## config.mk

```make
export PLATFORM = sky130hd
export DESIGN_NAME = json_string_literal_decoder_core
export DESIGN_NICKNAME = d
export VERILOG_FILES = /design/src/rtl/jsld_pkg.sv /design/src/rtl/json_string_literal_decoder_core.sv
export SDC_FILE = /design/constraint.sdc
export NUM_CORES = 1
export LEC_CHECK = 0
export ABC_AREA = 1
export BUFFER_PORTS_ARGS = -buffer_cell sky130_fd_sc_hd__buf_2
export CAP_MARGIN = 40
export CORE_ASPECT_RATIO = 0.9
export CORE_MARGIN = 5
export CORE_UTILIZATION = 55
export DETAILED_ROUTE_END_ITERATION = 10
export GPL_TIMING_DRIVEN = 0
export MAX_ROUTING_LAYER = met4
export PLACE_DENSITY = 0.76
export SLEW_MARGIN = 10
export SYNTH_ARGS = -nofsm -noshare
export SYNTH_HDL_FRONTEND = slang
export SYNTH_SLANG_ARGS = --single-unit
```

## constraint.sdc

```tcl
create_clock -name clk -period 8.1 [get_ports clk]
set_input_delay 0.405 -clock clk [delete_from_list [all_inputs] [get_ports clk]]
set_output_delay 0.405 -clock clk [all_outputs]
set_load 0.05 [all_outputs]
```

## src/rtl/jsld_pkg.sv

```systemverilog
package jsld_pkg;

    // One byte of JSON text, or the end-of-text marker.
    typedef struct packed {
        logic [7:0] in_byte;
        logic       end_of_text;
    } text_item_t;

    // One decoded byte or one status report.
    typedef struct packed {
        logic [7:0] out_byte;
        logic       out_valid;
        logic       last;
        logic [3:0] status;
    } dec_item_t;

    typedef enum logic [3:0] {
        PH_IDLE = 4'd0,
        PH_STR  = 4'd1,
        PH_ESC  = 4'd2,
        PH_HEX1 = 4'd3,
        PH_BS   = 4'd4,
        PH_U    = 4'd5,
        PH_HEX2 = 4'd6,
        PH_UTF  = 4'd7
    } phase_t;

    localparam logic [3:0] ST_OK            = 4'd0;
    localparam logic [3:0] ST_DONE          = 4'd1;
    localparam logic [3:0] ST_NO_QUOTE      = 4'd2;
    localparam logic [3:0] ST_CTRL_CHAR     = 4'd3;
    localparam logic [3:0] ST_TRUNC_ESC     = 4'd4;
    localparam logic [3:0] ST_BAD_ESC       = 4'd5;
    localparam logic [3:0] ST_TRUNC_HEX     = 4'd6;
    localparam logic [3:0] ST_BAD_HEX       = 4'd7;
    localparam logic [3:0] ST_MISSING_LOW   = 4'd8;
    localparam logic [3:0] ST_BAD_LOW       = 4'd9;
    localparam logic [3:0] ST_UNPAIRED_LOW  = 4'd10;
    localparam logic [3:0] ST_BAD_LEAD      = 4'd11;
    localparam logic [3:0] ST_TRUNC_UTF8    = 4'd12;
    localparam logic [3:0] ST_BAD_CONT      = 4'd13;
    localparam logic [3:0] ST_BAD_CODE      = 4'd14;
    localparam logic [3:0] ST_UNTERMINATED  = 4'd15;

    localparam logic [7:0] CH_QUOTE  = 8'h22;
    localparam logic [7:0] CH_BSLASH = 8'h5c;
    localparam logic [7:0] CH_SLASH  = 8'h2f;
    localparam logic [7:0] CH_SPACE  = 8'h20;
    localparam logic [7:0] CH_TAB    = 8'h09;
    localparam logic [7:0] CH_CR     = 8'h0d;
    localparam logic [7:0] CH_LF     = 8'h0a;
    localparam logic [7:0] CH_BS     = 8'h08;
    localparam logic [7:0] CH_FF     = 8'h0c;
    localparam logic [7:0] CH_LOW_B  = 8'h62;
    localparam logic [7:0] CH_LOW_F  = 8'h66;
    localparam logic [7:0] CH_LOW_N  = 8'h6e;
    localparam logic [7:0] CH_LOW_R  = 8'h72;
    localparam logic [7:0] CH_LOW_T  = 8'h74;
    localparam logic [7:0] CH_LOW_U  = 8'h75;

    // Encoded UTF-8 group: byte count and bytes, first byte in slot 0.
    typedef struct packed {
        logic [2:0]      cnt;
        logic [3:0][7:0] bytes;
    } utf8_enc_t;

    function automatic utf8_enc_t utf8_encode(input logic [20:0] n);
        utf8_enc_t e;
        e.bytes = '0;
        if (n < 21'h80) begin
            e.cnt      = 3'd1;
            e.bytes[0] = n[7:0];
        end
        else if (n < 21'h800) begin
            e.cnt      = 3'd2;
            e.bytes[0] = {3'b110, n[10:6]};
            e.bytes[1] = {2'b10, n[5:0]};
        end
        else if (n < 21'h10000) begin
            e.cnt      = 3'd3;
            e.bytes[0] = {4'b1110, n[15:12]};
            e.bytes[1] = {2'b10, n[11:6]};
            e.bytes[2] = {2'b10, n[5:0]};
        end
        else begin
            e.cnt      = 3'd4;
            e.bytes[0] = {5'b11110, n[20:18]};
            e.bytes[1] = {2'b10, n[17:12]};
            e.bytes[2] = {2'b10, n[11:6]};
            e.bytes[3] = {2'b10, n[5:0]};
        end
        return e;
    endfunction

    // {ok, value} of one hex digit.
    function automatic logic [4:0] hex_digit(input logic [7:0] c);
        logic [4:0] r;
        r = '0;
        if (c >= 8'h30 && c <= 8'h39) begin
            r = {1'b1, c[3:0]};
        end
        else if ((c >= 8'h61 && c <= 8'h66) || (c >= 8'h41 && c <= 8'h46)) begin
            r = {1'b1, c[3:0] + 4'd9};
        end
        return r;
    endfunction

endpackage

```

## src/rtl/json_string_literal_decoder_core.sv

```systemverilog
// Channel | Valid      | Stall      | Payload              | Carries
// text    | text_valid | text_stall | text_item (in)       | one JSON byte or end of text
// dec     | dec_valid  | dec_stall  | dec_item (out)       | one decoded byte or status
//
// An accepted item lands in the input register, where it is decoded; its
// results (up to four) are loaded into the result group register once it frees up.
// One new item is taken every cycle while dec is not stalled and each item
// yields at most one result. An item that yields k results holds the group
// register while it drains, one result a cycle unless dec stalls; that
// drain sets the peak rate.
// Reset clears the decoder state (idle, awaiting the opening quote) and
// empties both registers; there is no clearing pass.
// A stall on dec backs up into text_stall once the input register is full.
module json_string_literal_decoder_core
    import jsld_pkg::*;
(
    input  logic       clk,
    input  logic       rst_n,
    input  logic       text_valid,
    output logic       text_stall,
    input  text_item_t text_item,
    output logic       dec_valid,
    input  logic       dec_stall,
    output dec_item_t  dec_item
);

    // Input register.
    logic       in_valid_reg;
    text_item_t in_item_reg;

    // Decoder state.
    phase_t      phase_reg, phase_next;
    logic [20:0] code_acc_reg, code_next;
    logic [9:0]  high_half_reg, high_next;
    logic [2:0]  digits_left_reg, digits_next;
    logic [1:0]  seq_len_reg, seq_next;
    logic        st_clear;

    // Result group register.
    logic [2:0]      grp_cnt_reg;
    logic [1:0]      grp_idx_reg;
    logic [3:0]      grp_status_reg;
    logic [3:0][7:0] grp_bytes_reg;

    // Current results.
    logic        res_report;
    logic        res_emit;
    logic [3:0]  res_status;
    logic [20:0] emit_code;
    utf8_enc_t   enc;
    logic [2:0]  res_cnt;

    // Handshake.
    logic pop, grp_last, grp_free, consume;

    // Byte decode shared by both state blocks.
    logic [7:0]  c;
    logic        eot;
    logic        is_ws;
    logic [4:0]  hex;
    logic [15:0] hex_code;
    logic [2:0]  dl_dec;
    logic        hex_done;
    logic        hi_sur, lo_sur;
    logic [20:0] pair_code;
    logic [20:0] utf_code;
    logic [1:0]  sl_dec;
    logic        utf_done;
    logic [20:0] utf_min;
    logic        utf_bad;
    logic [1:0]  lead_len;
    logic [20:0] lead_bits;
    logic        cont_ok;
    logic        esc_ok, esc_u;
    logic [7:0]  esc_byte;

    assign c        = in_item_reg.in_byte;
    assign eot      = in_item_reg.end_of_text;
    assign is_ws    = (c == CH_SPACE) || (c == CH_TAB) || (c == CH_CR) || (c == CH_LF);
    assign hex      = hex_digit(c);
    assign hex_code = {code_acc_reg[11:0], hex[3:0]};
    assign dl_dec   = digits_left_reg - 3'd1;
    assign hex_done = (dl_dec == 3'd0);
    assign hi_sur   = (hex_code >= 16'hd800) && (hex_code <= 16'hdbff);
    assign lo_sur   = (hex_code >= 16'hdc00) && (hex_code <= 16'hdfff);
    // 0x10000 + high * 1024 + (low - 0xDC00)
    assign pair_code = 21'h10000 + {1'b0, high_half_reg, hex_code[9:0]};

    assign utf_code = {code_acc_reg[14:0], c[5:0]};
    assign sl_dec   = seq_len_reg - 2'd1;
    assign utf_done = (sl_dec == 2'd0);
    assign cont_ok  = (c[7:6] == 2'b10);

    always_comb
    begin
        case (digits_left_reg)
            3'd1:    utf_min = 21'h80;
            3'd2:    utf_min = 21'h800;
            default: utf_min = 21'h10000;
        endcase
    end

    assign utf_bad = (utf_code < utf_min) || (utf_code > 21'h10ffff)
                   || ((utf_code >= 21'hd800) && (utf_code <= 21'hdfff));

    always_comb
    begin
        if (c >= 8'hc2 && c <= 8'hdf) begin
            lead_len = 2'd1;
        end
        else if (c >= 8'he0 && c <= 8'hef) begin
            lead_len = 2'd2;
        end
        else if (c >= 8'hf0 && c <= 8'hf4) begin
            lead_len = 2'd3;
        end
        else begin
            lead_len = 2'd0;
        end
    end

    always_comb
    begin
        case (lead_len)
            2'd1:    lead_bits = {16'd0, c[4:0]};
            2'd2:    lead_bits = {17'd0, c[3:0]};
            default: lead_bits = {18'd0, c[2:0]};
        endcase
    end

    // Short escapes map to one byte; \u starts a hex group.
    always_comb
    begin
        esc_ok   = 1'b1;
        esc_u    = 1'b0;
        esc_byte = c;
        case (c)
            CH_QUOTE, CH_BSLASH, CH_SLASH: esc_byte = c;
            CH_LOW_B: esc_byte = CH_BS;
            CH_LOW_F: esc_byte = CH_FF;
            CH_LOW_N: esc_byte = CH_LF;
            CH_LOW_R: esc_byte = CH_CR;
            CH_LOW_T: esc_byte = CH_TAB;
            CH_LOW_U:
            begin
                esc_ok = 1'b0;
                esc_u  = 1'b1;
            end
            default: esc_ok = 1'b0;
        endcase
    end

    // Next state.
    always_comb
    begin
        phase_next  = phase_reg;
        code_next   = code_acc_reg;
        high_next   = high_half_reg;
        digits_next = digits_left_reg;
        seq_next    = seq_len_reg;
        st_clear    = 1'b0;
        if (eot) begin
            st_clear = 1'b1;
        end
        else begin
            case (phase_reg)
                PH_IDLE:
                begin
                    if (c == CH_QUOTE) begin
                        phase_next = PH_STR;
                    end
                    else if (!is_ws) begin
                        st_clear = 1'b1;
                    end
                end
                PH_STR:
                begin
                    if (c == CH_QUOTE || c < 8'h20) begin
                        st_clear = 1'b1;
                    end
                    else if (c == CH_BSLASH) begin
                        phase_next = PH_ESC;
                    end
                    else if (c >= 8'h80) begin
                        if (lead_len == 2'd0) begin
                            st_clear = 1'b1;
                        end
                        else begin
                            seq_next    = lead_len;
                            digits_next = {1'b0, lead_len};
                            code_next   = lead_bits;
                            phase_next  = PH_UTF;
                        end
                    end
                end
                PH_ESC:
                begin
                    phase_next = PH_STR;
                    if (esc_u) begin
                        phase_next  = PH_HEX1;
                        digits_next = 3'd4;
                        code_next   = '0;
                    end
                    else if (!esc_ok) begin
                        st_clear = 1'b1;
                    end
                end
                PH_HEX1, PH_HEX2:
                begin
                    if (!hex[4]) begin
                        st_clear = 1'b1;
                    end
                    else begin
                        code_next   = {5'd0, hex_code};
                        digits_next = dl_dec;
                        if (hex_done) begin
                            if (phase_reg == PH_HEX1 && hi_sur) begin
                                high_next  = hex_code[9:0];
                                code_next  = '0;
                                phase_next = PH_BS;
                            end
                            else if ((phase_reg == PH_HEX1 && lo_sur)
                                     || (phase_reg == PH_HEX2 && !lo_sur)) begin
                                st_clear = 1'b1;
                            end
                            else begin
                                phase_next = PH_STR;
                                code_next  = '0;
                                high_next  = '0;
                            end
                        end
                    end
                end
                PH_BS:
                begin
                    if (c != CH_BSLASH) begin
                        st_clear = 1'b1;
                    end
                    else begin
                        phase_next = PH_U;
                    end
                end
                PH_U:
                begin
                    if (c != CH_LOW_U) begin
                        st_clear = 1'b1;
                    end
                    else begin
                        phase_next  = PH_HEX2;
                        digits_next = 3'd4;
                        code_next   = '0;
                    end
                end
                PH_UTF:
                begin
                    if (!cont_ok) begin
                        st_clear = 1'b1;
                    end
                    else begin
                        code_next = utf_code;
                        seq_next  = sl_dec;
                        if (utf_done) begin
                            if (utf_bad) begin
                                st_clear = 1'b1;
                            end
                            else begin
                                phase_next  = PH_STR;
                                code_next   = '0;
                                digits_next = '0;
                            end
                        end
                    end
                end
                default: st_clear = 1'b1;
            endcase
        end
        if (st_clear) begin
            phase_next  = PH_IDLE;
            code_next   = '0;
            high_next   = '0;
            digits_next = '0;
            seq_next    = '0;
        end
    end

    // Results of the item in the input register.
    always_comb
    begin
        res_report = 1'b0;
        res_emit   = 1'b0;
        res_status = ST_OK;
        emit_code  = '0;
        if (eot) begin
            res_report = 1'b1;
            case (phase_reg)
                PH_IDLE:          res_status = ST_NO_QUOTE;
                PH_ESC:           res_status = ST_TRUNC_ESC;
                PH_HEX1, PH_HEX2: res_status = ST_TRUNC_HEX;
                PH_BS, PH_U:      res_status = ST_MISSING_LOW;
                PH_UTF:           res_status = ST_TRUNC_UTF8;
                default:          res_status = ST_UNTERMINATED;
            endcase
        end
        else begin
            case (phase_reg)
                PH_IDLE:
                begin
                    if (c != CH_QUOTE && !is_ws) begin
                        res_report = 1'b1;
                        res_status = ST_NO_QUOTE;
                    end
                end
                PH_STR:
                begin
                    if (c == CH_QUOTE) begin
                        res_report = 1'b1;
                        res_status = ST_DONE;
                    end
                    else if (c < 8'h20) begin
                        res_report = 1'b1;
                        res_status = ST_CTRL_CHAR;
                    end
                    else if (c < 8'h80 && c != CH_BSLASH) begin
                        res_emit  = 1'b1;
                        emit_code = {13'd0, c};
                    end
                    else if (c >= 8'h80 && lead_len == 2'd0) begin
                        res_report = 1'b1;
                        res_status = ST_BAD_LEAD;
                    end
                end
                PH_ESC:
                begin
                    if (esc_ok) begin
                        res_emit  = 1'b1;
                        emit_code = {13'd0, esc_byte};
                    end
                    else if (!esc_u) begin
                        res_report = 1'b1;
                        res_status = ST_BAD_ESC;
                    end
                end
                PH_HEX1, PH_HEX2:
                begin
                    if (!hex[4]) begin
                        res_report = 1'b1;
                        res_status = ST_BAD_HEX;
                    end
                    else if (hex_done) begin
                        if (phase_reg == PH_HEX1) begin
                            if (lo_sur) begin
                                res_report = 1'b1;
                                res_status = ST_UNPAIRED_LOW;
                            end
                            else if (!hi_sur) begin
                                res_emit  = 1'b1;
                                emit_code = {5'd0, hex_code};
                            end
                        end
                        else if (!lo_sur) begin
                            res_report = 1'b1;
                            res_status = ST_BAD_LOW;
                        end
                        else begin
                            res_emit  = 1'b1;
                            emit_code = pair_code;
                        end
                    end
                end
                PH_BS:
                begin
                    if (c != CH_BSLASH) begin
                        res_report = 1'b1;
                        res_status = ST_MISSING_LOW;
                    end
                end
                PH_U:
                begin
                    if (c != CH_LOW_U) begin
                        res_report = 1'b1;
                        res_status = ST_MISSING_LOW;
                    end
                end
                PH_UTF:
                begin
                    if (!cont_ok) begin
                        res_report = 1'b1;
                        res_status = ST_BAD_CONT;
                    end
                    else if (utf_done) begin
                        if (utf_bad) begin
                            res_report = 1'b1;
                            res_status = ST_BAD_CODE;
                        end
                        else begin
                            res_emit  = 1'b1;
                            emit_code = utf_code;
                        end
                    end
                end
                default:
                begin
                    res_report = 1'b0;
                end
            endcase
        end
    end

    assign enc     = utf8_encode(emit_code);
    assign res_cnt = res_report ? 3'd1 : (res_emit ? enc.cnt : 3'd0);

    // Drain the group one result a cycle while dec is not stalled; take the next
    // item once the group frees up, or at once when it yields nothing.
    assign dec_valid  = (grp_cnt_reg != 3'd0);
    assign pop        = dec_valid && !dec_stall;
    assign grp_last   = ({1'b0, grp_idx_reg} == grp_cnt_reg - 3'd1);
    assign grp_free   = !dec_valid || (pop && grp_last);
    assign consume    = in_valid_reg && ((res_cnt == 3'd0) || grp_free);
    assign text_stall = in_valid_reg && !consume;

    assign dec_item.status    = grp_status_reg;
    assign dec_item.out_valid = (grp_status_reg == ST_OK);
    assign dec_item.out_byte  = (grp_status_reg == ST_OK) ? grp_bytes_reg[grp_idx_reg] : 8'd0;
    assign dec_item.last      = grp_last;

    always_ff @(posedge clk or negedge rst_n)
    begin
        if (!rst_n) begin
            in_valid_reg <= 1'b0;
        end
        else if (!text_stall) begin
            in_valid_reg <= text_valid;
        end
    end

    always_ff @(posedge clk)
    begin
        if (!text_stall) begin
            in_item_reg <= text_item;
        end
    end

    always_ff @(posedge clk or negedge rst_n)
    begin
        if (!rst_n) begin
            phase_reg       <= PH_IDLE;
            code_acc_reg    <= '0;
            high_half_reg   <= '0;
            digits_left_reg <= '0;
            seq_len_reg     <= '0;
        end
        else if (consume) begin
            phase_reg       <= phase_next;
            code_acc_reg    <= code_next;
            high_half_reg   <= high_next;
            digits_left_reg <= digits_next;
            seq_len_reg     <= seq_next;
        end
    end

    always_ff @(posedge clk or negedge rst_n)
    begin
        if (!rst_n) begin
            grp_cnt_reg <= '0;
            grp_idx_reg <= '0;
        end
        else if (consume && res_cnt != 3'd0) begin
            grp_cnt_reg <= res_cnt;
            grp_idx_reg <= '0;
        end
        else if (pop) begin
            if (grp_last) begin
                grp_cnt_reg <= '0;
                grp_idx_reg <= '0;
            end
            else begin
                grp_idx_reg <= grp_idx_reg + 2'd1;
            end
        end
    end

    always_ff @(posedge clk)
    begin
        if (consume && res_cnt != 3'd0) begin
            grp_status_reg <= res_report ? res_status : ST_OK;
            grp_bytes_reg  <= res_report ? '0 : enc.bytes;
        end
    end

`ifndef ASSERT_OFF
    a_grp_cnt_max: assert property (@(posedge clk) disable iff (!rst_n)
        grp_cnt_reg <= 3'd4)
        else $error("result group count above four");

    a_grp_idx_range: assert property (@(posedge clk) disable iff (!rst_n)
        dec_valid |-> ({1'b0, grp_idx_reg} < grp_cnt_reg))
        else $error("result index beyond group");

    a_status_single: assert property (@(posedge clk) disable iff (!rst_n)
        (dec_valid && grp_status_reg != ST_OK) |-> (grp_cnt_reg == 3'd1))
        else $error("status report not a single result");

    a_report_idle: assert property (@(posedge clk) disable iff (!rst_n)
        (consume && res_report) |=> (phase_reg == PH_IDLE && code_acc_reg == 21'd0
                                     && high_half_reg == 10'd0))
        else $error("state not cleared after report");

    a_no_load_busy: assert property (@(posedge clk) disable iff (!rst_n)
        (consume && res_cnt != 3'd0) |-> grp_free)
        else $error("result group overwritten before drained");
`endif

endmodule
```

* Word-level counts from Yosys, hierarchy flattened
Cells that the tools add are included.
** Operators by class
- Add/sub/neg operators :: 6
- Order comparisons :: 27
- Eq/ne operators :: 47
- Multiplexer cells :: 172
- Reductions and logical operators :: 63
** Operator list (number)
- 2-to-1 mux 15 bit :: 15
- 2-to-1 mux 21 bit :: 8
- 2-to-1 mux 4 bit :: 31
- case mux 21 bit (4 select lines) :: 1
- case mux 15 bit (5 select lines) :: 1
- 2-to-1 mux 10 bit :: 7
- 2-to-1 mux 3 bit :: 22
- 2-to-1 mux 8 bit :: 8
- equality test 8 x 7 -> 1 bit (second input constant) :: 7
- case mux 4 bit (7 select lines) :: 2
- 2-to-1 mux 16 bit :: 3
- 2-to-1 mux 1 bit :: 46
- inequality test 3 bit (second input constant) :: 14
- case mux 8 bit (5 select lines) :: 1
- case mux 17 bit (2 select lines) :: 1
- >= comparator 16 bit (second input constant) :: 2
- >= comparator 8 bit (second input constant) :: 4
- <= comparator 16 bit (second input constant) :: 2
- 2-to-1 mux 2 bit :: 15
- equality test 8 x 4 -> 1 bit (second input constant) :: 3
- equality test 8 x 6 -> 1 bit (second input constant) :: 3
- <= comparator 8 bit (second input constant) :: 3
- 2-to-1 mux 22 bit :: 1
- adder 17 x 20 -> 21 bit (first input constant) :: 1
- other kinds (58) :: 114
** Word-level totals
- Register bits :: 85
- Input bits :: 13
- Logic and storage cells :: 332

* Longest topological paths before layout
Gate-level depths: netlist of the first run.
- Word-level depth :: 26
- Depth in mapped cells :: 29
- Depth with buffers taken out :: 28

* Worst setup path after synthesis of the first run
No wires, ideal clock.
- Path kind :: reg-to-output
- Start :: register grp_status_reg[1]
- End :: output dec_item[10] (netlist name)
- Arrival time :: 3564 ps
- Data required time :: 7695 ps
- Slack :: 4131 ps
- Stages on the path, launching flop included :: 4
- Path buffers :: 0
- Cells stage by stage :: edfxtp_1 -> nor4_1 -> inv_1 -> a21oi_1
** RTL lines
- from (decl) :: line json_string_literal_decoder_core.sv:42 : logic [3:0] grp_status_reg;
- from (signal assigned) :: line json_string_literal_decoder_core.sv:485 : grp_status_reg <= res_report ? res_status : ST_OK;
- to (decl) :: line json_string_literal_decoder_core.sv:24 : output dec_item_t dec_item

* Worst setup path in the final report of the first run
- Start :: register digits_left_reg[0]
- End :: output text_stall
** Between the ends
- Cells in the longest elaborated chain, start to end :: 21
** Ends and longest elaborated chain
- from (decl) :: line json_string_literal_decoder_core.sv:35 : logic [2:0] digits_left_reg, digits_next;
- from (signal assigned) :: line json_string_literal_decoder_core.sv:456 : digits_left_reg <= digits_next;
- equality test 3 x 2 -> 1 bit or equality test 3 x 1 -> 1 bit (tied branches) :: line json_string_literal_decoder_core.sv:96 : case (digits_left_reg)
- case mux 17 bit (2 select lines) :: line json_string_literal_decoder_core.sv:96
- less-than comparator 21 x 17 -> 1 bit :: line json_string_literal_decoder_core.sv:103 : assign utf_bad = (utf_code < utf_min) || (utf_code > 21'h10ffff)
- logical OR 1 bit :: line json_string_literal_decoder_core.sv:103
- logical OR 1 bit :: line json_string_literal_decoder_core.sv:104 : || ((utf_code >= 21'hd800) && (utf_code <= 21'hdfff));
- 2-to-1 mux 21 bit :: line json_string_literal_decoder_core.sv:391 : if (utf_bad) begin
- 2-to-1 mux 21 bit :: line json_string_literal_decoder_core.sv:390 : else if (utf_done) begin
- 2-to-1 mux 21 bit :: line json_string_literal_decoder_core.sv:386 : if (!cont_ok) begin
- [... 5 more ...]
- 2-to-1 mux 3 bit :: line jsld_pkg.sv:70 : if (n < 21'h80) begin
- 2-to-1 mux 3 bit :: line json_string_literal_decoder_core.sv:410 : assign res_cnt = res_report ? 3'd1 : (res_emit ? enc.cnt : 3'd0);
- 2-to-1 mux 3 bit * :: line json_string_literal_decoder_core.sv:410
- zero test 3 bit * :: line json_string_literal_decoder_core.sv:418 : assign consume = in_valid_reg && ((res_cnt == 3'd0) || grp_free);
- logical OR 1 bit * :: line json_string_literal_decoder_core.sv:418
- logical AND 1 bit * :: line json_string_literal_decoder_core.sv:418
- zero test 1 bit * :: line json_string_literal_decoder_core.sv:419 : assign text_stall = in_valid_reg && !consume;
- logical AND 1 bit * :: line json_string_literal_decoder_core.sv:419
- to (decl) :: line json_string_literal_decoder_core.sv:20 : output logic text_stall,
Every way passes the cells marked *; elsewhere a longest branch is shown, timed or not.

==> summary.txt, run 1 <==
Vias/cell = 5.73
VDD IR max = 0.135 mV
final net count = 986
port buffer count = 28
overall power = 0.000923 W
ys async rst share = 48.1%
largest family of logic cells by synthesized area = simple AND/OR/NAND/NOR gates
fin crit period = 4380 ps
routability cong. = 0.998
crit path to = text_stall
Min-Delay Path Class = in2reg
Slew headroom = 41.6%
final hold vios = 0
DP Wirelength = 14900 microns
Worst R2R Path Depth = 23
final slew viol count = 0
ANT cells = 0
Crit. End Element = output port
antenna violation net count after detailed routing = 0
aggregate global-route resource usage = 29.5%
CTS buffer count = 9
DR WL/cell = 17.1 microns
DRT iter0 DRCs = 791
vias in the first global route = 5961
Post-Syn Area = 0.00635 sq mm
Crit Path Class = reg2out
routed wire length = 19100 microns
Pleak = 3.26 nW
Post-CTS Resized = 0
status = completed
area share of fa/ha/maj cells after synthesis = 3.15%
Worst R2R Setup Slack = 3800 ps
CP Max Fanout = 8
H-tree level count = 3
Worst Tran Pin Value = 867 ps
Root Buffer = clkbuf_16
Layout area overhead = 11.2%
syn_area_per_cell = 6.94 sq um
Yosys warning count = 0
Placed Instances = 1101
Seq cells post-synth = 81
CP Launch Point = digits_left_reg[0]
post-synthesis mux area share = 0%
Clock Skew = 9.80 ps
Worst Setup Slack, final = 3720 ps
Max Root-Sink Buffers = 2
Clk pin slew, worst setup/hold paths = 60 ps
register area share after synthesis = 35.2%
max_cap viols = 0
fmax = 228 MHz
setup TNS = 0 ps
CTS tree = yes
PD cells = 131 mW/mm^2
Unique masters post-synth = 55
layout cells sized above 1 = 12.9%
dominant synthesized flop cell = edfxtp_1
core outline area = 0.0114 sq mm
die width = 123 microns
total gr overflow = 0
crit path DAT = 3970 ps
setup repair bufs after CTS = 0
Num Clock Sinks = 81
number of core rows = 37
initial antenna violation count = 0
drt pass-1 iters = 6
clock latency on the worst-skew pair = 350 ps
Post-Synth XOR/XNOR Area = 1.10%
critical path launch point type = flop
Ports = 29
pre-CTS setup slack = 3870 ps
starting density of the core = 55.7%
RR Endpoint = grp_cnt_reg[1]
die area = 0.0138 sq mm
number of flops mapped to enable cells by yosys = 42
largest net degree at the start of global routing = 28
Worst EP required = 7700 ps
max reg flops = 29
RR Startpoint = digits_left_reg[0]
period utilization = 54.0%
vias = 6403
RSZ-0062 raised after global routing = no
simple-gate share of the synthesized area = 36.7%
cells after synthesis = 915
endpoints failing setup = 0
DRC viols = 0
WHS = 221 ps
CTS Hold Buffers Added = 1
syn nets = 944
first-pass GRT wire length = 31000 microns
Post-Layout Cell Count = 1118
Synth Area in Compound Gates = 13.6%
Chip Height = 112 microns
per-stage QoR:
| step | utilization (%) | area [sq um] |
|---|---|---|
| finish | 62.0 | 7060 |
| global placement | 58.7 | 6680 |
| CTS | 62.0 | 7060 |
| global route | 62.0 | 7060 |
| detailed placement | 59.1 | 6730 |
| floorplan | - | 6350 |
cell families (layout without fill, tap and decap cells):
family,after synthesis,in the layout
xor+xnor,8,8
fa+ha+maj,16,16
flops,81,81
simple gates,511,511
compound gates,141,141
buf+inv,158,205
cell usage in the layout, fill, tap and decap left out, drive strengths merged:
cell type / netlist / final
a211oi: 8 / 8
a21oi: 48 / 48
a221oi: 1 / 1
a22oi: 2 / 2
a31o: 1 / 1
a31oi: 5 / 5
a32o: 1 / 1
a32oi: 1 / 1
a41o: 1 / 1
a41oi: 1 / 1
buf: 20 / 50
bufinv: 0 / 1
clkbuf: 13 / 25
clkinv: 1 / 4
dfrtp: 39 / 39
dlygate4sd3: 0 / 1
edfxtp: 42 / 42
ha: 16 / 16
inv: 124 / 124
nand2: 235 / 235
nand3: 87 / 87
nand3b: 3 / 3
nand4: 13 / 13
nor2: 147 / 147
nor3: 17 / 17
nor3b: 2 / 2
nor4: 4 / 4
o2111ai: 7 / 7
o211ai: 3 / 3
o21a: 2 / 2
o21ai: 45 / 45
o221ai: 5 / 5
o22ai: 6 / 6
o311ai: 1 / 1
o31ai: 2 / 2
o41ai: 1 / 1
or2: 3 / 3
xnor2: 2 / 2
xor2: 6 / 6
worst min-delay path by stage:
stage	startpoint	endpoint	slack [ps]	cells past startpoint
final	text_item[1]	c[0]	220	1
after detailed placement	rst_n	digits_left_reg[1]	340	1
after CTS	text_item[1]	c[0]	220	1
after global routing	text_item[8]	c[7]	220	1
after floorplan	rst_n	code_acc_reg[0]	110	0
after global placement	seq_len_reg[1]	seq_len_reg[1]	460	2
layer usage:
layer	up-vias	wire length (microns)	track usage, %	share of wire, %
li1	3100	-	-	-
met1	2931	8710	42.2	46
met2	312	7810	40.7	41
met3	60	1840	6.30	9.6
met4	0	764	11.6	4.0
met5	-	0	-	0
cell usage after synthesis, drive strengths merged (4+ instances only):
master   instances  area, sq um
inv            124          470
xor2             6         52.6
o2111ai          7         61.3
dfrtp           39          976
a211oi           8         60.1
nand3           87          488
clkbuf          13         48.8
buf             20          124
nand4           13         81.3
o21ai           45          233
nand2          235          952
ha              16          200
a21oi           48          252
a31oi            5         31.3
o22ai            6         37.5
nor2           147          629
nor4             4         25.0
edfxtp          42         1260
nor3            17         90.1
o221ai           5         43.8
critical path, stage by stage (launching register included):
cell	delay, ps
dfrtp_1	400
inv_1	110
ha_1	150
inv_1	40
or2_2	290
ha_1	280
nand2_1	60
nand2_1	50
nand2_1	40
nand2_1	130
nand2_1	90
nor2_1	170
nor2_1	90
o21ai_2	160
nand2_1	100
nor3_2	260
o21a_4	240
nand2_2	170
nand3_4	160
nand2_1	140
nor2_1	190
buf_2	300
power by group:
part	switching (W)	leakage, nW	internal [W]
combinational	0.0000349	2.16	0.0000164
clock	0.000171	0.158	0.000265
sequential	0.00000181	0.940	0.000433
final cells by class:
| class | count | area (sq um) |
|---|---|---|
| fill | 1110 | 4330 |
| multi-input combinational | 676 | 3460 |
| sequential | 81 | 2240 |
| inverter | 125 | 474 |
| clock buffer | 12 | 268 |
| timing repair buffer | 31 | 198 |
| tap | 156 | 195 |
| buffer | 33 | 173 |
| clock inverter | 4 | 48.8 |
Note: power is estimated with default switching activity, not from simulation.
==> run 2, diff against run 1 <==
Settings changed: PLACE_DENSITY 0.76 to 0.78.
Clock period 8.1 ns to 3.8 ns, I/O delays scaled along.
==> run 2 against run 1 <==
  * Cell area grew 3.7%
  * Flip-flop and latch count is the same
  * Worst setup slack got worse by 3600 ps
  * Power is 120% higher
  * Clock-buffer cell count is 3 lower
  * Critical path depth increased by 4
  * Register-to-register slack worse by 3600 ps
  * First-iteration DRC count is 22% higher
  * Sequential share of layout area down 1.1 points
  * Combinational power grew 120%
  * Core utilization is 2.3 points higher
  * Largest cell class unchanged
  * Largest power group unchanged
  * Highest routed layer unchanged
==> summary.txt, run 2 (same netlist as run 1, synthesis figures left out) <==
Worst Tran Pin Value = 949 ps (+82.0 ps)
routability cong. = 0.991 (-0.66%)
clock latency on the worst-skew pair = 360 ps (about the same)
antenna violation net count after detailed routing = 0 (unchanged)
drt pass-1 iters = 6 (unchanged)
largest net degree at the start of global routing = 26 (-7.1%)
first-pass GRT wire length = 30700 microns (-0.76%)
routed wire length = 19800 microns (+3.5%)
Crit. End Element = output port
vias in the first global route = 5857 (-1.7%)
Pleak = 3.35 nW (+2.6%)
Ports = 29 (unchanged)
Num Clock Sinks = 81 (unchanged)
port buffer count = 28 (unchanged)
most frequent CP cell = nand2_1
Max Root-Sink Buffers = 2 (unchanged)
Slew headroom = 36.1% (-5.5 points)
commonest non-fill, non-tap cell in the layout = nand2_1
fmax = 272 MHz
Layout area overhead = 15.3%
VDD IR max = 0.287 mV (+110%)
fill cell count = 1056 (-4.9%)
H-tree level count = 3 (unchanged)
final slew viol count = 0 (unchanged)
CP Max Fanout = 10 (+2)
max_cap viols = 0 (unchanged)
Slowest-stage cell, CP = dfrtp_1
setup TNS = 0 ps (unchanged)
ANT cells = 0 (unchanged)
max reg flops = 29 (unchanged)
starting density of the core = 55.7% (unchanged)
die area = 0.0138 sq mm (unchanged)
DP Wirelength = 14600 microns (-2.0%)
status = completed
CTS tree = yes
endpoints failing setup = 0 (unchanged)
Min-Delay Path Class = in2reg
Crit Path Class = reg2out
aggregate global-route resource usage = 29.5% (-0.032 points)
number of core rows = 37 (unchanged)
die width = 123 microns (unchanged)
fin crit period = 3680 ps
commonest non-fill, non-tap cells in the layout = 205 x nand2_1, 132 x nor2_1, 105 x inv_1
critical path launch point type = flop
vias = 6582 (+2.8%)
Root Buffer = clkbuf_16
DRC viols = 0 (unchanged)
Post-Layout Cell Count = 1134 (+1.4%)
Clock Skew = 10.9 ps (+1.10 ps)
Chip Height = 112 microns (unchanged)
Placed Instances = 1101 (unchanged)
final hold vios = 0 (unchanged)
total gr overflow = 0 (unchanged)
RSZ-0062 raised after global routing = yes
Max stage delay on crit path = 410 ps (about the same)
period utilization = 96.7%
Vias/cell = 5.80 (+1.3%)
PD cells = 272 mW/mm^2 (+110%)
core outline area = 0.0114 sq mm (unchanged)
layout cells sized above 1 = 16.5% (+3.6 points)
Worst Setup Slack, final = 124 ps (-3600 ps)
initial antenna violation count = 0 (unchanged)
Clk pin slew, worst setup/hold paths = 60 ps (about the same)
CTS buffer count = 9 (unchanged)
final net count = 1002 (+1.6%)
Worst EP required = 3610 ps (-4090 ps)
DRT iter0 DRCs = 965 (+22%)
crit path DAT = 3490 ps (-480 ps)
pre-CTS setup slack = -363 ps (-4230 ps)
DR WL/cell = 17.4 microns (+2.0%)
run 2: layout make-up:
class                      instances  area (sq um)  area share (%)
buffer                            33           174            2.38
clock buffer                       9           225            3.08
clock inverter                     7          93.8            1.28
inverter                         125           482            6.58
multi-input combinational        676          3560            48.7
sequential                        81          2240            30.6
tap                              156           195            2.67
timing repair buffer              47           344            4.70
run 2: worst max-delay path, delay by kind of cell (launching register included):
kind / cells / cell delay (ps)
adder cells (fa/ha/maj): 2 / 350
AND/OR/NAND/NOR: 20 / 2040
buffers and inverters: 3 / 290
flip-flops: 1 / 410
run 2: per-layer routing:
layer	GRT usage [%]	share of wire, %	vias to the layer above
li1	-	-	3137
met1	41.9	42	2951
met2	41.2	43	431
met3	7.16	12	63
met4	9.89	3.5	0
met5	-	0	-
run 2: per-stage QoR:
stage | instance area (sq um) | power, W | hold WS [ps] | utilization (%)
2_1_floorplan | 6350 | 0.00101 | -106 | -
3_3_place_gp | 6690 | 0.00104 | 367 | 58.7
3_5_place_dp | 6730 | 0.00105 | 146 | 59.1
4_1_cts | 7170 | 0.00199 | 1.82 | 62.9
5_1_grt | 7320 | 0.00205 | 1.10 | 64.2
6_report | 7320 | 0.00199 | 12.4 | 64.2
run 2: power by group:
part           switching (W)  internal (W)  leakage, nW  total [W]
registers         0.00000348      0.000923        0.940   0.000926
logic              0.0000757     0.0000354         2.25   0.000111
clock network       0.000373      0.000576        0.155   0.000949
run 2: what timing repair did:
item                                   CTS  global route
buffers inserted                         8             8
pin swaps                                4             9
endpoints found under the hold margin   14             0
setup endpoints to repair               60            94
hold buffers                             1             0
resized for setup                        8            29
gates cloned                             0             1
run 2: worst paths after layout:
check,start,cells past startpoint,end,slack [ps]
min reg2reg,seq_len_reg[1],2,seq_len_reg[1],480
max in group asynchronous,rst_n,3,high_half_reg[2],3030
max,digits_left_reg[0],25,text_stall,120
min,text_item[7],1,c[6],10
max reg2reg,digits_left_reg[0],29,code_acc_reg[2],160
min in group asynchronous,rst_n,2,grp_idx_reg[0],300
==> run 3, diff against run 2 <==
Settings changed: CTS_BUF_LIST set to sky130_fd_sc_hd__clkbuf_8.
==> run 3 against run 2 <==
  * Sequential power about the same
  * Via count increased by 0.96%
  * Core utilization increased by 0.38 points
  * Wire length decreased by 0.17%
  * Worst hold slack improved by 74 ps
  * Critical path type is now reg2reg
  * Largest cell class unchanged
==> summary.txt, run 3 (same netlist as run 1, synthesis figures left out) <==
core outline area = 0.0114 sq mm (unchanged)
Layout Utilization = 64.6% (+0.38 points)
Layout area overhead = 15.9%
wl on met1 = 8350 microns (+0.45%)
Ports = 29 (unchanged)
CP Max Fanout = 10 (unchanged)
met3 WL = 2140 microns (-8.1%)
Clk pin slew, worst setup/hold paths = 100 ps (+40 ps)
Clock Skew = 16.6 ps (+5.73 ps)
Slowest-stage cell, CP = dfrtp_1
critical path launch point type = flop
commonest non-fill, non-tap cell in the layout = nand2_1
CTS buffer count = 9 (unchanged)
endpoints failing setup = 0 (unchanged)
first-pass GRT wire length = 31000 microns (+0.90%)
dpl cell area = 0.00673 sq mm (unchanged)
die area = 0.0138 sq mm (unchanged)
Worst R2R Path Depth = 30 (+3.4%)
layout cells sized above 1 = 16.9% (+0.39 points)
Min-Delay Path Class = in2reg
Vias/cell = 5.79 (-0.19%)
drt pass-1 iters = 7 (+1)
initial antenna violation count = 0 (unchanged)
RR Startpoint = digits_left_reg[0]
CP Launch Point = digits_left_reg[0]
Worst R2R Setup Slack = 170 ps (about the same)
fin crit period = 3630 ps (-45.9 ps)
Max stage delay on crit path = 420 ps (about the same)
crit path to = code_acc_reg[2]
DRC viols = 0 (unchanged)
starting density of the core = 55.7% (unchanged)
Worst Tran Pin Value = 924 ps (-25.1 ps)
Crit. End Element = flop
DRT iter0 DRCs = 953 (-1.2%)
final net count = 1015 (+1.3%)
final slew viol count = 0 (unchanged)
routability cong. = 0.991 (unchanged)
DP Wirelength = 14600 microns (unchanged)
final instance area = 0.00736 sq mm (+0.60%)
port buffer count = 28 (unchanged)
fmax = 275 MHz (+1.3%)
routed length on met2 = 8520 microns (+0.80%)
pre-CTS setup slack = -363 ps (unchanged)
RR Endpoint = code_acc_reg[2]
period utilization = 95.5% (-1.2 points)
VDD IR max = 0.256 mV (-11%)
crit path DAT = 3900 ps (+410 ps)
Num Clock Sinks = 81 (unchanged)
fill cell count = 1042 (-1.3%)
die width = 123 microns (unchanged)
max_cap viols = 0 (unchanged)
Max Root-Sink Buffers = 2 (unchanged)
H-tree level count = 3 (unchanged)
routed wire length = 19800 microns (-0.17%)
PD cells = 239 mW/mm^2 (-12%)
DR top layer = met4
Worst Setup Slack, final = 170 ps (+45.9 ps)
Root Buffer = clkbuf_8
ANT cells = 0 (unchanged)
Sequential cell area = 0.00224 sq mm (unchanged)
max reg flops = 29 (unchanged)
total gr overflow = 0 (unchanged)
area taken by multi-input logic gates = 0.00360 sq mm (+0.88%)
DR WL/cell = 17.2 microns (-1.3%)
Slew headroom = 37.8% (+1.7 points)
Chip Height = 112 microns (unchanged)
most frequent CP cell = nand2_1
clock latency on the worst-skew pair = 390 ps (+30 ps)
commonest non-fill, non-tap cells in the layout = 204 x nand2_1, 131 x nor2_1, 105 x inv_1
vias in the first global route = 5915 (+0.99%)
Worst EP required = 4070 ps (+460 ps)
Crit Path Class = reg2reg
aggregate global-route resource usage = 29.8% (+0.31 points)
status = completed
vias = 6645 (+0.96%)
largest net degree at the start of global routing = 26 (unchanged)
final hold vios = 0 (unchanged)
RSZ-0062 raised after global routing = no
Pleak = 3.38 nW (+1.1%)
number of core rows = 37 (unchanged)
antenna violation net count after detailed routing = 0 (unchanged)
CTS tree = yes
-- run 3: changes by cell type in the layout (fill, tap and decap cells not counted), sizes merged --
cell,delta
dlygate4sd3,+10
clkinvlp,-1
inv,+1
buf,+3
-- run 3: cell type report --
| class | count | area share, % |
|---|---|---|
| sequential | 81 | 30.4 |
| multi-input combinational | 676 | 48.9 |
| buffer | 33 | 2.35 |
| inverter | 125 | 6.49 |
| tap | 156 | 2.65 |
| clock buffer | 9 | 1.68 |
| timing repair buffer | 60 | 6.29 |
| clock inverter | 7 | 1.28 |
-- run 3: worst min path at each step --
stage	from	end	slack, ps	cells past startpoint
5_1_grt	dec_stall	grp_idx_reg[0]	120	4
2_1_floorplan	rst_n	code_acc_reg[0]	-110	0
3_3_place_gp	text_item[3]	c[2]	370	1
4_1_cts	dec_stall	grp_idx_reg[0]	80	4
3_5_place_dp	rst_n	digits_left_reg[2]	150	1
6_report	dec_stall	grp_idx_reg[0]	90	4
-- run 3: power by group --
group          switching (W)  total (W)  internal [W]
logic              0.0000775   0.000120     0.0000422
registers         0.00000332   0.000925      0.000922
clock network       0.000346   0.000717      0.000370
-- run 3: metrics by stage --
stage	instances	power [W]	hold WS, ps	TNS (ps)
final	1147	0.00176	86.9	0
after global routing	1147	0.00183	121	0
after CTS	1136	0.00176	77.0	0
after detailed placement	1101	0.00105	146	-8920
after global placement	1099	0.00104	367	-20290
after floorplan	915	0.00101	-106	0
-- run 3: metal layers --
layer | up-vias | GRT usage, %
met3 | 62 | 7.11
met1 | 2989 | 42.0
met2 | 418 | 41.7
li1 | 3176 | -
met5 | - | -
met4 | 0 | 10.8
-- run 3: repair_timing --
item                                    4_1_cts  5_1_grt
setup buffers                                 8       11
pin swaps                                     5       19
hold buffers                                 11        0
endpoints found under the setup margin       60       95
endpoints found under the hold margin        24        0
resized for setup                            10       30
-- run 3: worst max-delay path, delay by kind of cell (launching register included) --
| kind | cells | cell delay, ps |
|---|---|---|
| and+or+nand+nor | 22 | 2000 |
| buffers and inverters | 5 | 570 |
| DFF | 1 | 420 |
| adders and majority gates | 2 | 290 |
| AOI/OAI and AO/OA | 1 | 210 |
